`src/rtl/maneuver_fan_path_predictor_core_defines.svh`:
```
// Assertion macros shared by the predictor RTL.
// Depends on nothing; included by files that check their own logic.
`ifndef MANEUVER_FAN_PATH_PREDICTOR_CORE_DEFINES_SVH
`define MANEUVER_FAN_PATH_PREDICTOR_CORE_DEFINES_SVH
// Implication checked on every clock edge outside reset.
`define MFP_ASSERT_IMPL(lbl, clk, rst_n, ante, cons, msg) \
	lbl: assert property (@(posedge clk) disable iff (!rst_n) (ante) |-> (cons)) \
		else $error(msg);
// Implication whose consequent is checked in the cycle after the antecedent.
`define MFP_ASSERT_NEXT(lbl, clk, rst_n, ante, cons, msg) \
	lbl: assert property (@(posedge clk) disable iff (!rst_n) (ante) |=> (cons)) \
		else $error(msg);
`endif

```
`src/rtl/mfp_pkg.sv`:
```
// Shared types, constants and tables of the maneuver fan path predictor.
// Used by every module of the block; depends on nothing.
package mfp_pkg;

	localparam int CORDIC_ITERATIONS_DEF = 16;
	localparam int ATAN_ENTRIES = 24;
	localparam logic [15:0] FULL_TURN = 16'd46080;
	localparam logic [15:0] QUARTER_TURN = 16'd11520;
	localparam logic [15:0] HALF_SPEED = 16'd128;
	localparam logic signed [33:0] CORDIC_GAIN = 34'sd652032874;

	localparam logic [1:0] THR_ACCEL = 2'd0;
	localparam logic [1:0] THR_BRAKE = 2'd1;
	localparam logic [1:0] THR_HOLD = 2'd2;
	localparam logic [1:0] STR_LEFT = 2'd0;
	localparam logic [1:0] STR_RIGHT = 2'd1;
	localparam logic [1:0] STR_STRAIGHT = 2'd2;

	localparam logic [0:0] REG_MAX_SPEED = 1'd0;
	localparam logic [0:0] REG_MAX_TURN = 1'd1;

	typedef struct packed {
		logic signed [31:0] start_x;
		logic signed [31:0] start_y;
		logic [15:0] start_speed;
		logic [15:0] start_heading;
		logic signed [15:0] steps;
	} in_item_t;

	typedef struct packed {
		logic signed [31:0] end_x;
		logic signed [31:0] end_y;
		logic [1:0] throttle;
		logic [1:0] steer;
		logic error;
		logic last;
	} out_item_t;

	typedef enum logic [2:0] {
		ST_IDLE, ST_LOAD, ST_SPEED, ST_START, ST_CORDIC, ST_MOVE, ST_EMIT
	} state_t;

	typedef struct packed {
		logic latch;
		logic load;
		logic step;
		logic cordic_start;
		logic move;
		logic next;
		logic err;
	} cmd_t;

	typedef struct packed {
		logic cordic_done;
		logic steps_done;
		logic man_last;
	} status_t;

	function automatic logic signed [33:0] atan_lut(input logic [4:0] i);
		logic signed [33:0] r;
		case (i)
			5'd0: r = 34'sd2949120;  5'd1: r = 34'sd1740967;
			5'd2: r = 34'sd919879;   5'd3: r = 34'sd466945;
			5'd4: r = 34'sd234379;   5'd5: r = 34'sd117304;
			5'd6: r = 34'sd58666;    5'd7: r = 34'sd29335;
			5'd8: r = 34'sd14668;    5'd9: r = 34'sd7334;
			5'd10: r = 34'sd3667;    5'd11: r = 34'sd1833;
			5'd12: r = 34'sd917;     5'd13: r = 34'sd458;
			5'd14: r = 34'sd229;     5'd15: r = 34'sd115;
			5'd16: r = 34'sd57;      5'd17: r = 34'sd29;
			5'd18: r = 34'sd14;      5'd19: r = 34'sd7;
			5'd20: r = 34'sd4;       5'd21: r = 34'sd2;
			5'd22: r = 34'sd1;
			default: r = 34'sd0;
		endcase
		return r;
	endfunction

	function automatic logic signed [15:0] sat16(input logic signed [34:0] v);
		if (v > 35'sd32767)
			return 16'sh7fff;
		else if (v < -35'sd32768)
			return 16'sh8000;
		return v[15:0];
	endfunction

endpackage

```
`src/rtl/mfp_cordic.sv`:
```
// Iterative CORDIC: one micro-rotation per cycle, gives Q1.15 cos and sin.
// Depends on mfp_pkg.
module mfp_cordic #(
	parameter int CORDIC_ITERATIONS = mfp_pkg::CORDIC_ITERATIONS_DEF
) (
	input  logic clk,
	input  logic arst_n,
	input  logic start,
	input  logic [15:0] heading,
	output logic done,
	output logic signed [15:0] cos_o,
	output logic signed [15:0] sin_o
);
	localparam int NIT = (CORDIC_ITERATIONS > mfp_pkg::ATAN_ENTRIES) ?
		mfp_pkg::ATAN_ENTRIES : CORDIC_ITERATIONS;

	logic signed [33:0] x_q, y_q, z_q;
	logic [4:0] it_q;
	logic [1:0] quad_q;
	logic busy_q;
	logic [15:0] h, rest;
	logic [1:0] quad;
	logic signed [15:0] c, s;

	always_comb begin
		h = (heading >= mfp_pkg::FULL_TURN) ? heading - mfp_pkg::FULL_TURN : heading;
		if (h >= 16'd34560) begin
			quad = 2'd3; rest = h - 16'd34560;
		end else if (h >= 16'd23040) begin
			quad = 2'd2; rest = h - 16'd23040;
		end else if (h >= mfp_pkg::QUARTER_TURN) begin
			quad = 2'd1; rest = h - mfp_pkg::QUARTER_TURN;
		end else begin
			quad = 2'd0; rest = h;
		end
	end

	always_ff @(posedge clk or negedge arst_n) begin
		if (!arst_n) begin
			busy_q <= 1'b0;
			it_q <= '0;
		end else if (start) begin
			busy_q <= 1'b1;
			it_q <= '0;
		end else if (busy_q) begin
			it_q <= it_q + 5'd1;
			if (it_q == 5'(NIT - 1))
				busy_q <= 1'b0;
		end
	end

	// Arithmetic shift of a signed value is a floor shift.
	always_ff @(posedge clk) begin
		if (start) begin
			x_q <= mfp_pkg::CORDIC_GAIN;
			y_q <= '0;
			z_q <= 34'($signed({1'b0, rest, 9'd0}));
			quad_q <= quad;
		end else if (busy_q) begin
			if (!z_q[33]) begin
				x_q <= x_q - (y_q >>> it_q);
				y_q <= y_q + (x_q >>> it_q);
				z_q <= z_q - mfp_pkg::atan_lut(it_q);
			end else begin
				x_q <= x_q + (y_q >>> it_q);
				y_q <= y_q - (x_q >>> it_q);
				z_q <= z_q + mfp_pkg::atan_lut(it_q);
			end
		end
	end

	assign done = busy_q && (it_q == 5'(NIT - 1));

	logic signed [34:0] xs, ys;
	always_comb begin
		xs = 35'(x_q >>> 15);
		ys = 35'(y_q >>> 15);
		c = mfp_pkg::sat16(xs);
		s = mfp_pkg::sat16(ys);
	end

	// Quadrant fold is applied after done, when x_q/y_q are final.
	always_comb begin
		case (quad_q)
			2'd0: begin cos_o = c; sin_o = s; end
			2'd1: begin cos_o = mfp_pkg::sat16(-35'(s)); sin_o = c; end
			2'd2: begin
				cos_o = mfp_pkg::sat16(-35'(c)); sin_o = mfp_pkg::sat16(-35'(s));
			end
			default: begin cos_o = s; sin_o = mfp_pkg::sat16(-35'(c)); end
		endcase
	end
endmodule

```
`src/rtl/mfp_datapath.sv`:
```
// Datapath: latched start, working state, step counter and position update.
// Depends on mfp_pkg, mfp_cordic and the core defines header.
`include "maneuver_fan_path_predictor_core_defines.svh"
module mfp_datapath #(
	parameter int CORDIC_ITERATIONS = mfp_pkg::CORDIC_ITERATIONS_DEF
) (
	input  logic clk,
	input  logic arst_n,
	input  mfp_pkg::in_item_t in_item,
	input  logic [15:0] max_speed,
	input  logic [15:0] max_turn,
	input  mfp_pkg::cmd_t cmd,
	output mfp_pkg::status_t status,
	output mfp_pkg::out_item_t result
);
	logic [63:0] lat_pos_q;
	logic [31:0] lat_sh_q;
	logic [15:0] steps_q, step_counter_q;
	logic [31:0] work_x_q, work_y_q;
	logic [15:0] work_speed_q, work_heading_q;
	logic [3:0] maneuver_index_q;
	logic err_q;
	logic signed [15:0] cos_v, sin_v;
	logic cdone;
	logic [1:0] thr, str;
	logic [16:0] hsum, hdiff;
	logic [15:0] turn, hred;
	logic signed [32:0] px, py;

	always_comb begin
		case (maneuver_index_q)
			4'd0, 4'd1, 4'd2: thr = mfp_pkg::THR_ACCEL;
			4'd3, 4'd4, 4'd5: thr = mfp_pkg::THR_BRAKE;
			default: thr = mfp_pkg::THR_HOLD;
		endcase
		case (maneuver_index_q)
			4'd0, 4'd3, 4'd6: str = mfp_pkg::STR_LEFT;
			4'd1, 4'd4, 4'd7: str = mfp_pkg::STR_RIGHT;
			default: str = mfp_pkg::STR_STRAIGHT;
		endcase
		// Reduce max_turn and the heading mod 360 first; one wrap then suffices.
		turn = (max_turn >= mfp_pkg::FULL_TURN) ? max_turn - mfp_pkg::FULL_TURN : max_turn;
		hred = (work_heading_q >= mfp_pkg::FULL_TURN) ?
			work_heading_q - mfp_pkg::FULL_TURN : work_heading_q;
		hsum = {1'b0, hred} + {1'b0, turn};
		if (hsum >= {1'b0, mfp_pkg::FULL_TURN}) hsum = hsum - {1'b0, mfp_pkg::FULL_TURN};
		hdiff = {1'b0, hred} - {1'b0, turn};
		if (hdiff[16]) hdiff = hdiff + {1'b0, mfp_pkg::FULL_TURN};
		// CORDIC outputs are final in the cycle after done, which is the move cycle.
		px = $signed({1'b0, work_speed_q}) * cos_v;
		py = $signed({1'b0, work_speed_q}) * sin_v;
	end

	mfp_cordic #(.CORDIC_ITERATIONS(CORDIC_ITERATIONS)) u_cordic (
		.clk(clk), .arst_n(arst_n), .start(cmd.cordic_start),
		.heading(work_heading_q), .done(cdone), .cos_o(cos_v), .sin_o(sin_v)
	);

	always_ff @(posedge clk or negedge arst_n) begin
		if (!arst_n) begin
			maneuver_index_q <= '0;
			step_counter_q <= '0;
			err_q <= 1'b0;
		end else begin
			if (cmd.latch) begin
				maneuver_index_q <= '0;
				err_q <= cmd.err;
			end else if (cmd.next)
				maneuver_index_q <= maneuver_index_q + 4'd1;
			if (cmd.load) step_counter_q <= '0;
			else if (cmd.move) step_counter_q <= step_counter_q + 16'd1;
		end
	end

	always_ff @(posedge clk) begin
		if (cmd.latch) begin
			lat_pos_q <= {in_item.start_x, in_item.start_y};
			lat_sh_q <= {in_item.start_speed, in_item.start_heading};
			steps_q <= in_item.steps;
		end
		if (cmd.load) begin
			work_x_q <= lat_pos_q[63:32];
			work_y_q <= lat_pos_q[31:0];
			work_speed_q <= lat_sh_q[31:16];
			work_heading_q <= lat_sh_q[15:0];
		end else if (cmd.step) begin
			if (thr == mfp_pkg::THR_ACCEL &&
					({1'b0, work_speed_q} + 17'd128) <= {1'b0, max_speed})
				work_speed_q <= work_speed_q + mfp_pkg::HALF_SPEED;
			else if (thr == mfp_pkg::THR_BRAKE && work_speed_q >= mfp_pkg::HALF_SPEED)
				work_speed_q <= work_speed_q - mfp_pkg::HALF_SPEED;
			// Straight maneuvers keep the stored heading as is.
			if (str == mfp_pkg::STR_LEFT) work_heading_q <= hsum[15:0];
			else if (str == mfp_pkg::STR_RIGHT) work_heading_q <= hdiff[15:0];
		end else if (cmd.move) begin
			work_x_q <= work_x_q + 32'($signed(px >>> 7));
			work_y_q <= work_y_q + 32'($signed(py >>> 7));
		end
	end

	assign status.cordic_done = cdone;
	assign status.steps_done = !steps_q[15] && (step_counter_q >= steps_q);
	assign status.man_last = (maneuver_index_q == 4'd8);

	always_comb begin
		result.end_x = err_q ? '0 : work_x_q;
		result.end_y = err_q ? '0 : work_y_q;
		result.throttle = err_q ? '0 : thr;
		result.steer = err_q ? '0 : str;
		result.error = err_q;
		result.last = err_q || (maneuver_index_q == 4'd8);
	end

	`MFP_ASSERT_NEXT(a_counter_reset, clk, arst_n, cmd.load, step_counter_q == 16'd0,
		"step counter not cleared on load")
	`MFP_ASSERT_IMPL(a_idx_range, clk, arst_n, 1'b1, maneuver_index_q <= 4'd9,
		"maneuver index out of range")
	`MFP_ASSERT_NEXT(a_heading_wrap, clk, arst_n, cmd.step && str != mfp_pkg::STR_STRAIGHT,
		work_heading_q < mfp_pkg::FULL_TURN, "turned heading not below 360")
endmodule

```
`src/rtl/mfp_ctrl.sv`:
```
// Controller state machine sequencing maneuvers, steps and result handoff.
// Depends on mfp_pkg and the core defines header.
`include "maneuver_fan_path_predictor_core_defines.svh"
module mfp_ctrl (
	input  logic clk,
	input  logic arst_n,
	input  logic in_valid,
	input  logic in_neg,
	output logic in_stall,
	input  logic out_stall,
	output logic out_valid,
	input  mfp_pkg::status_t status,
	output mfp_pkg::cmd_t cmd
);
	mfp_pkg::state_t state_q, state_d;
	logic err_q, err_d;

	always_ff @(posedge clk or negedge arst_n) begin
		if (!arst_n) begin
			state_q <= mfp_pkg::ST_IDLE;
			err_q <= 1'b0;
		end else begin
			state_q <= state_d;
			err_q <= err_d;
		end
	end

	always_comb begin
		state_d = state_q;
		err_d = err_q;
		cmd = '0;
		in_stall = 1'b1;
		out_valid = 1'b0;
		unique case (state_q)
			mfp_pkg::ST_IDLE: begin
				in_stall = 1'b0;
				if (in_valid) begin
					cmd.latch = 1'b1;
					cmd.err = in_neg;
					err_d = in_neg;
					state_d = in_neg ? mfp_pkg::ST_EMIT : mfp_pkg::ST_LOAD;
				end
			end
			mfp_pkg::ST_LOAD: begin
				cmd.load = 1'b1;
				state_d = mfp_pkg::ST_SPEED;
			end
			mfp_pkg::ST_SPEED: begin
				if (status.steps_done) state_d = mfp_pkg::ST_EMIT;
				else begin
					// Update speed and heading before the CORDIC reads the heading.
					cmd.step = 1'b1;
					state_d = mfp_pkg::ST_START;
				end
			end
			mfp_pkg::ST_START: begin
				cmd.cordic_start = 1'b1;
				state_d = mfp_pkg::ST_CORDIC;
			end
			mfp_pkg::ST_CORDIC: begin
				if (status.cordic_done) state_d = mfp_pkg::ST_MOVE;
			end
			mfp_pkg::ST_MOVE: begin
				cmd.move = 1'b1;
				state_d = mfp_pkg::ST_SPEED;
			end
			mfp_pkg::ST_EMIT: begin
				out_valid = 1'b1;
				if (!out_stall) begin
					if (err_q || status.man_last) state_d = mfp_pkg::ST_IDLE;
					else begin
						cmd.next = 1'b1;
						state_d = mfp_pkg::ST_LOAD;
					end
				end
			end
			default: state_d = mfp_pkg::ST_IDLE;
		endcase
	end

	`MFP_ASSERT_IMPL(a_emit_only, clk, arst_n, out_valid, state_q == mfp_pkg::ST_EMIT,
		"result valid outside emit")
	`MFP_ASSERT_NEXT(a_move_after, clk, arst_n, cmd.move, state_q == mfp_pkg::ST_SPEED,
		"move not followed by speed step")
	`MFP_ASSERT_IMPL(a_no_take, clk, arst_n, state_q != mfp_pkg::ST_IDLE, in_stall,
		"input taken while busy")
endmodule

```
`src/rtl/maneuver_fan_path_predictor_core.sv`:
```
// Top level of the maneuver fan path predictor.
// Depends on mfp_pkg, mfp_ctrl, mfp_datapath (with mfp_cordic).
//
// Usage:
//   Input channel in_valid/in_stall/in_data: one start state per transaction.
//   Output channel out_valid/out_stall/out_data: nine results per input in the
//   order al, ar, a-, bl, br, b-, -l, -r, --, the ninth with last set; a
//   negative step count gives a single result with error and last set.
//   Configuration cfg_valid/cfg_ready/cfg_index/cfg_data: index 0 max_speed,
//   index 1 max_turn; other indexes are ignored. Always ready.
// Operation:
//   Each simulated step runs the speed/turn update, the CORDIC start, the
//   iterative CORDIC pass and the position add in turn, bound by the single
//   CORDIC unit. A new input is taken only in the idle cycle after the last
//   result is taken.
// Reset:
//   arst_n clears control and both registers; the block is then idle.
// Stall:
//   A stalled result holds on out_data and the sequence waits for it.
module maneuver_fan_path_predictor_core #(
	parameter int CORDIC_ITERATIONS = mfp_pkg::CORDIC_ITERATIONS_DEF
) (
	input  logic clk,
	input  logic arst_n,
	input  logic in_valid,
	output logic in_stall,
	input  mfp_pkg::in_item_t in_data,
	output logic out_valid,
	input  logic out_stall,
	output mfp_pkg::out_item_t out_data,
	input  logic cfg_valid,
	output logic cfg_ready,
	input  logic [7:0] cfg_index,
	input  logic [15:0] cfg_data
);
	logic [15:0] max_speed_q, max_turn_q;
	mfp_pkg::cmd_t cmd;
	mfp_pkg::status_t status;

	assign cfg_ready = 1'b1;

	always_ff @(posedge clk or negedge arst_n) begin
		if (!arst_n) begin
			max_speed_q <= '0;
			max_turn_q <= '0;
		end else if (cfg_valid) begin
			if (cfg_index == {7'd0, mfp_pkg::REG_MAX_SPEED}) max_speed_q <= cfg_data;
			else if (cfg_index == {7'd0, mfp_pkg::REG_MAX_TURN}) max_turn_q <= cfg_data;
		end
	end

	mfp_ctrl u_ctrl (
		.clk(clk), .arst_n(arst_n), .in_valid(in_valid), .in_neg(in_data.steps[15]),
		.in_stall(in_stall), .out_stall(out_stall), .out_valid(out_valid),
		.status(status), .cmd(cmd)
	);

	mfp_datapath #(.CORDIC_ITERATIONS(CORDIC_ITERATIONS)) u_dp (
		.clk(clk), .arst_n(arst_n), .in_item(in_data), .max_speed(max_speed_q),
		.max_turn(max_turn_q), .cmd(cmd), .status(status),
		.result(out_data)
	);
endmodule

```
`config.mk`:
```
export PLATFORM = sky130hd
export DESIGN_NAME = maneuver_fan_path_predictor_core
export DESIGN_NICKNAME = d
export VERILOG_FILES = /design/src/rtl/mfp_pkg.sv /design/src/rtl/mfp_cordic.sv /design/src/rtl/mfp_datapath.sv /design/src/rtl/mfp_ctrl.sv /design/src/rtl/maneuver_fan_path_predictor_core.sv
export VERILOG_INCLUDE_DIRS = /design/src /design/src/rtl
export SDC_FILE = /design/constraint.sdc
export NUM_CORES = 2
export LEC_CHECK = 0
export ABC_CLOCK_PERIOD_IN_PS = 14560
export BUFFER_PORTS_ARGS = -buffer_cell sky130_fd_sc_hd__buf_2
export CELL_PAD_IN_SITES_DETAIL_PLACEMENT = 1
export CELL_PAD_IN_SITES_GLOBAL_PLACEMENT = 2
export CORE_ASPECT_RATIO = 1.5
export CORE_MARGIN = 4
export CORE_UTILIZATION = 29
export DETAILED_ROUTE_END_ITERATION = 10
export GPL_TIMING_DRIVEN = 1
export PLACE_DENSITY = 0.66
export SYNTH_ARGS = -nofsm -noshare
export SYNTH_HDL_FRONTEND = slang
export SYNTH_SLANG_ARGS = --single-unit
```
`constraint.sdc`:
```
create_clock -name clk -period 14.56 [get_ports clk]
set_clock_uncertainty 0.2 [all_clocks]
set_input_delay 2.912 -clock clk [delete_from_list [all_inputs] [get_ports clk]]
set_output_delay 2.912 -clock clk [all_outputs]
set_load 0.02 [all_outputs]
```
==> run summary <==
========================================================================================================
Final global-route overflow total                                                                      0
Final nets                                                                                         6,859
Total Neg Setup Slack                                                                               0 ps
Fraction of the yosys area taken by sequential cells                                               0.199
Number of nets produced by synthesis                                                               6,810
Slew Limit Fails                                                                                       0
Number of detailed-route iterations in the first pass                                                  5
H-tree depth                                                                                           2
Share of layout cells above drive strength 1                                                       0.106
Maximum clock path buffer count                                                                        3
Final setup violation count                                                                            0
Global-route wire length before repair                                                            268 mm
Avg Inst Size Synth                                                                           8.79 sq um
Netlist area before placement                                                               50,700 sq um
First DRT Iteration DRCs                                                                           2,100
Vias in the first global route                                                                    45,500
# clock sinks                                                                                        375
Buffers on Ports                                                                                     212
DRC                                                                                                    0
Pin count of the biggest net entering global routing                                                  81
Period Utilization, post-route                                                                     0.932
Root cell of the clock tree                                                                 sky130_fd_sc_hd__clkbuf_16
Data required time of the critical path                                                        14,740 ps
Number of primary I/O pins                                                                           214
Number of synthesis warnings                                                                           0
Count of cell types in the netlist                                                                   110
Critical Path Most Common Cell                                                              sky130_fd_sc_hd__a21oi_1
Setup repair after global routing missed its margin                                                false
Status                                                                                         completed
DP Wirelength                                                                                     135 mm
Overall global routing resource usage                                                              0.188
Slew @ Worst Pin                                                                                 1180 ps
Placed cell count                                                                                  8,037
Worst max-slew margin expressed relative to the limit                                              0.205
Data arrival time at the worst-slack endpoint                                                  13,750 ps
Chip height                                                                                       520 um
Kind of launch point of the worst setup path                                                    register
Number of maximum-capacitance violations                                                               0
Critical Path Slowest Stage Cell                                                            sky130_fd_sc_hd__mux4_2
Achievable frequency                                                                          0.0737 GHz
Class of the tightest hold or removal check                                                 register to register
Num CTS Buffers                                                                                       46
Setup WS pre-CTS                                                                                  458 ps
Via count normalized by instance count                                                              5.15
Worst Slack Setup Final                                                                           994 ps
Crit path kind                                                                              register to register
Post-synth EDFFs                                                                                     226
Die ar.                                                                                     182,000 sq um
Final RePlAce weighted congestion                                                                  0.837
Die width                                                                                         349 um
Number of cells produced by synthesis                                                              5,770
Final std cells w/o fill                                                                           8,128
Top Family by Delay on Critical Path                                                        compound AO/OA/AOI/OAI gates
Crit path buf inv count                                                                                7
Final hold slack                                                                                  263 ps
Routed wire length                                                                                172 mm
Main synth FF type                                                                          sky130_fd_sc_hd__edfxtp_1
Synth-to-Final Area Change                                                                         9.79%
Final Hold Fails                                                                                       0
Standard cell core area                                                                     174,000 sq um
Number of antenna violations at the first check in global routing                                      6
Largest stage delay, worst path                                                                   630 ps
Post-CTS clock slew at the launch and capture registers of the worst setup and hold paths          60 ps
Count of antenna-violating nets left after detailed routing                                            0
Largest fanout of any net on the critical path                                                        14
Number of rows created at floorplan                                                                  187
Async set-or-reset flop fraction in the synthesized netlist                                        0.168
Wire length per cell after detailed routing                                                      21.2 um
Number of synthesized register bits                                                                  375
Via count of the routed design                                                                    41,800
Clock tree from TritonCTS                                                                           done
Shortest clock period the worst path allows after layout                                       13,570 ps
Starting utilization of the core area                                                              0.292
Latest clock arrival within the worst-skew pair                                                   670 ps
Critical Path End Type                                                                          register
========================================================================================================
-- stage by stage --
step	utilization	area [sq um]
after floorplan	-	50700
after global placement	0.311	54100
after detailed placement	0.311	54100
after CTS	0.321	55700
after global routing	0.321	55700
final	0.321	55700
-- kinds of logic after synthesis --
family | Yosys count | share of synthesized area
AOI/OAI and AO/OA | 1109 | 0.136
muxes | 244 | 0.0766
DFF | 375 | 0.199
adders and majority gates | 899 | 0.280
buffers and inverters | 946 | 0.0722
other | 1 | 0.0000739
and+or+nand+nor | 1855 | 0.177
xor gates and xnor gates | 341 | 0.0592
-- Yosys cell counts (10+ instances only) --
library cell	number	area, sq um
sky130_fd_sc_hd__o21bai_1	30	225
sky130_fd_sc_hd__a21o_1	91	683
sky130_fd_sc_hd__or2_2	20	125
sky130_fd_sc_hd__o22ai_1	20	125
sky130_fd_sc_hd__and3_1	40	250
sky130_fd_sc_hd__and2_1	248	1550
sky130_fd_sc_hd__a211o_1	12	105
sky130_fd_sc_hd__o31ai_1	21	158
sky130_fd_sc_hd__mux2i_1	87	871
sky130_fd_sc_hd__nor2_1	479	1800
sky130_fd_sc_hd__nand2_1	566	2120
sky130_fd_sc_hd__o211ai_1	22	165
sky130_fd_sc_hd__nor4_1	19	119
sky130_fd_sc_hd__nand3_1	79	395
sky130_fd_sc_hd__nand4_1	29	181
sky130_fd_sc_hd__dfrtp_1	63	1580
sky130_fd_sc_hd__mux2_2	47	529
sky130_fd_sc_hd__nor2b_1	127	795
sky130_fd_sc_hd__a21boi_0	18	135
sky130_fd_sc_hd__a211oi_1	38	285
sky130_fd_sc_hd__nand2b_1	75	469
sky130_fd_sc_hd__xnor2_1	204	1790
sky130_fd_sc_hd__edfxtp_1	226	6790
sky130_fd_sc_hd__a31o_2	10	87.6
sky130_fd_sc_hd__o21ai_0	274	1370
sky130_fd_sc_hd__fa_1	393	7870
sky130_fd_sc_hd__clkbuf_1	239	897
sky130_fd_sc_hd__xor2_1	135	1180
sky130_fd_sc_hd__nor3_1	85	425
sky130_fd_sc_hd__dfxtp_1	86	1720
sky130_fd_sc_hd__inv_1	640	2400
sky130_fd_sc_hd__ha_1	506	6330
sky130_fd_sc_hd__o21ai_1	12	60.1
sky130_fd_sc_hd__buf_1	22	82.6
sky130_fd_sc_hd__mux4_2	108	2430
sky130_fd_sc_hd__buf_2	25	125
sky130_fd_sc_hd__or3_1	35	219
sky130_fd_sc_hd__nor3b_1	11	82.6
sky130_fd_sc_hd__a21oi_1	347	1740
sky130_fd_sc_hd__o21a_1	56	420
sky130_fd_sc_hd__a31oi_1	56	350
-- worst register-to-register path: cells and delay by family, from the launching register on --
kind | cells | cell delay [ps]
flip-flops | 1 | 430
buffers and inverters | 7 | 780
adder cells (fa/ha/maj) | 10 | 4110
AO/OA/AOI/OAI | 22 | 4480
AND/OR/NAND/NOR | 12 | 2220
multiplexers | 1 | 630
XOR/XNOR | 3 | 430
-- flip-flops by register name (all words and copies together) (netlist names), 32 cells and up --
name / flops
u_dp.lat_sh_q: 32
u_dp.u_cordic.z_q: 34
u_dp.lat_pos_q: 64
u_dp.work_y_q: 32
u_dp.work_x_q: 32
u_dp.u_cordic.x_q: 34
u_dp.u_cordic.y_q: 34
-- what timing repair did --
item	CTS	global route
endpoints found under the setup margin	0	11
buffers inserted	0	2
resized for setup	0	5
hold buffers	0	0
-- cell usage in the layout (no fill, tap or decap), types with 75 or more instances in the layout --
| cell type | instances |
|---|---|
| sky130_fd_sc_hd__inv_1 | 638 |
| sky130_fd_sc_hd__nand2_1 | 566 |
| sky130_fd_sc_hd__ha_1 | 505 |
| sky130_fd_sc_hd__nor2_1 | 476 |
| sky130_fd_sc_hd__fa_1 | 393 |
| sky130_fd_sc_hd__a21oi_1 | 347 |
| sky130_fd_sc_hd__o21ai_0 | 270 |
| sky130_fd_sc_hd__and2_1 | 248 |
| sky130_fd_sc_hd__edfxtp_1 | 226 |
| sky130_fd_sc_hd__buf_2 | 212 |
| sky130_fd_sc_hd__xnor2_1 | 204 |
| sky130_fd_sc_hd__xor2_1 | 135 |
| sky130_fd_sc_hd__nor2b_1 | 127 |
| sky130_fd_sc_hd__mux4_2 | 108 |
| sky130_fd_sc_hd__a21o_1 | 91 |
| sky130_fd_sc_hd__mux2i_1 | 87 |
| sky130_fd_sc_hd__buf_4 | 87 |
| sky130_fd_sc_hd__dfxtp_1 | 85 |
| sky130_fd_sc_hd__nor3_1 | 82 |
| sky130_fd_sc_hd__nand3_1 | 79 |
| sky130_fd_sc_hd__nand2b_1 | 75 |
-- area by class of cell --
type / count / area, sq um
Inverter: 648 / 2440
Fill cell: 20400 / 118000
Antenna cell: 3 / 7.51
Tap cell: 2268 / 2840
Clock buffer: 62 / 1290
Multi-Input combinational cell: 4449 / 37000
Sequential cell: 375 / 10100
Timing Repair Buffer: 299 / 1710
Clock inverter: 24 / 284
-- worst paths after layout --
| kind | start | slack (ps) | cells past startpoint | to |
|---|---|---|---|---|
| max reg2reg | u_dp.u_cordic.y_q[32] | 990 | 55 | u_dp.work_x_q[31] |
| max | u_dp.u_cordic.y_q[32] | 990 | 55 | u_dp.work_x_q[31] |
| min reg2reg | u_dp.u_cordic.z_q[31] | 260 | 2 | u_dp.u_cordic.z_q[31] |
| max in group asynchronous | arst_n | 10970 | 2 | u_dp.u_cordic.it_q[0] |
| min in group asynchronous | arst_n | 1950 | 1 | u_dp.step_counter_q[13] |
| min | u_dp.u_cordic.z_q[31] | 260 | 2 | u_dp.u_cordic.z_q[31] |
-- metal layers --
layer	part of all wire	wire (um)	vias up	GRT usage
met3	0.023	3940	173	0.0141
met5	0	0	-	0
met2	0.54	93400	590	0.365
met1	0.41	70700	21400	0.220
li1	-	-	19600	-
met4	0.025	4390	0	0.0479
Power is left out: the tool's default activity adds up to more than one toggle a clock period on the data nets, which glitch-free logic cannot reach.
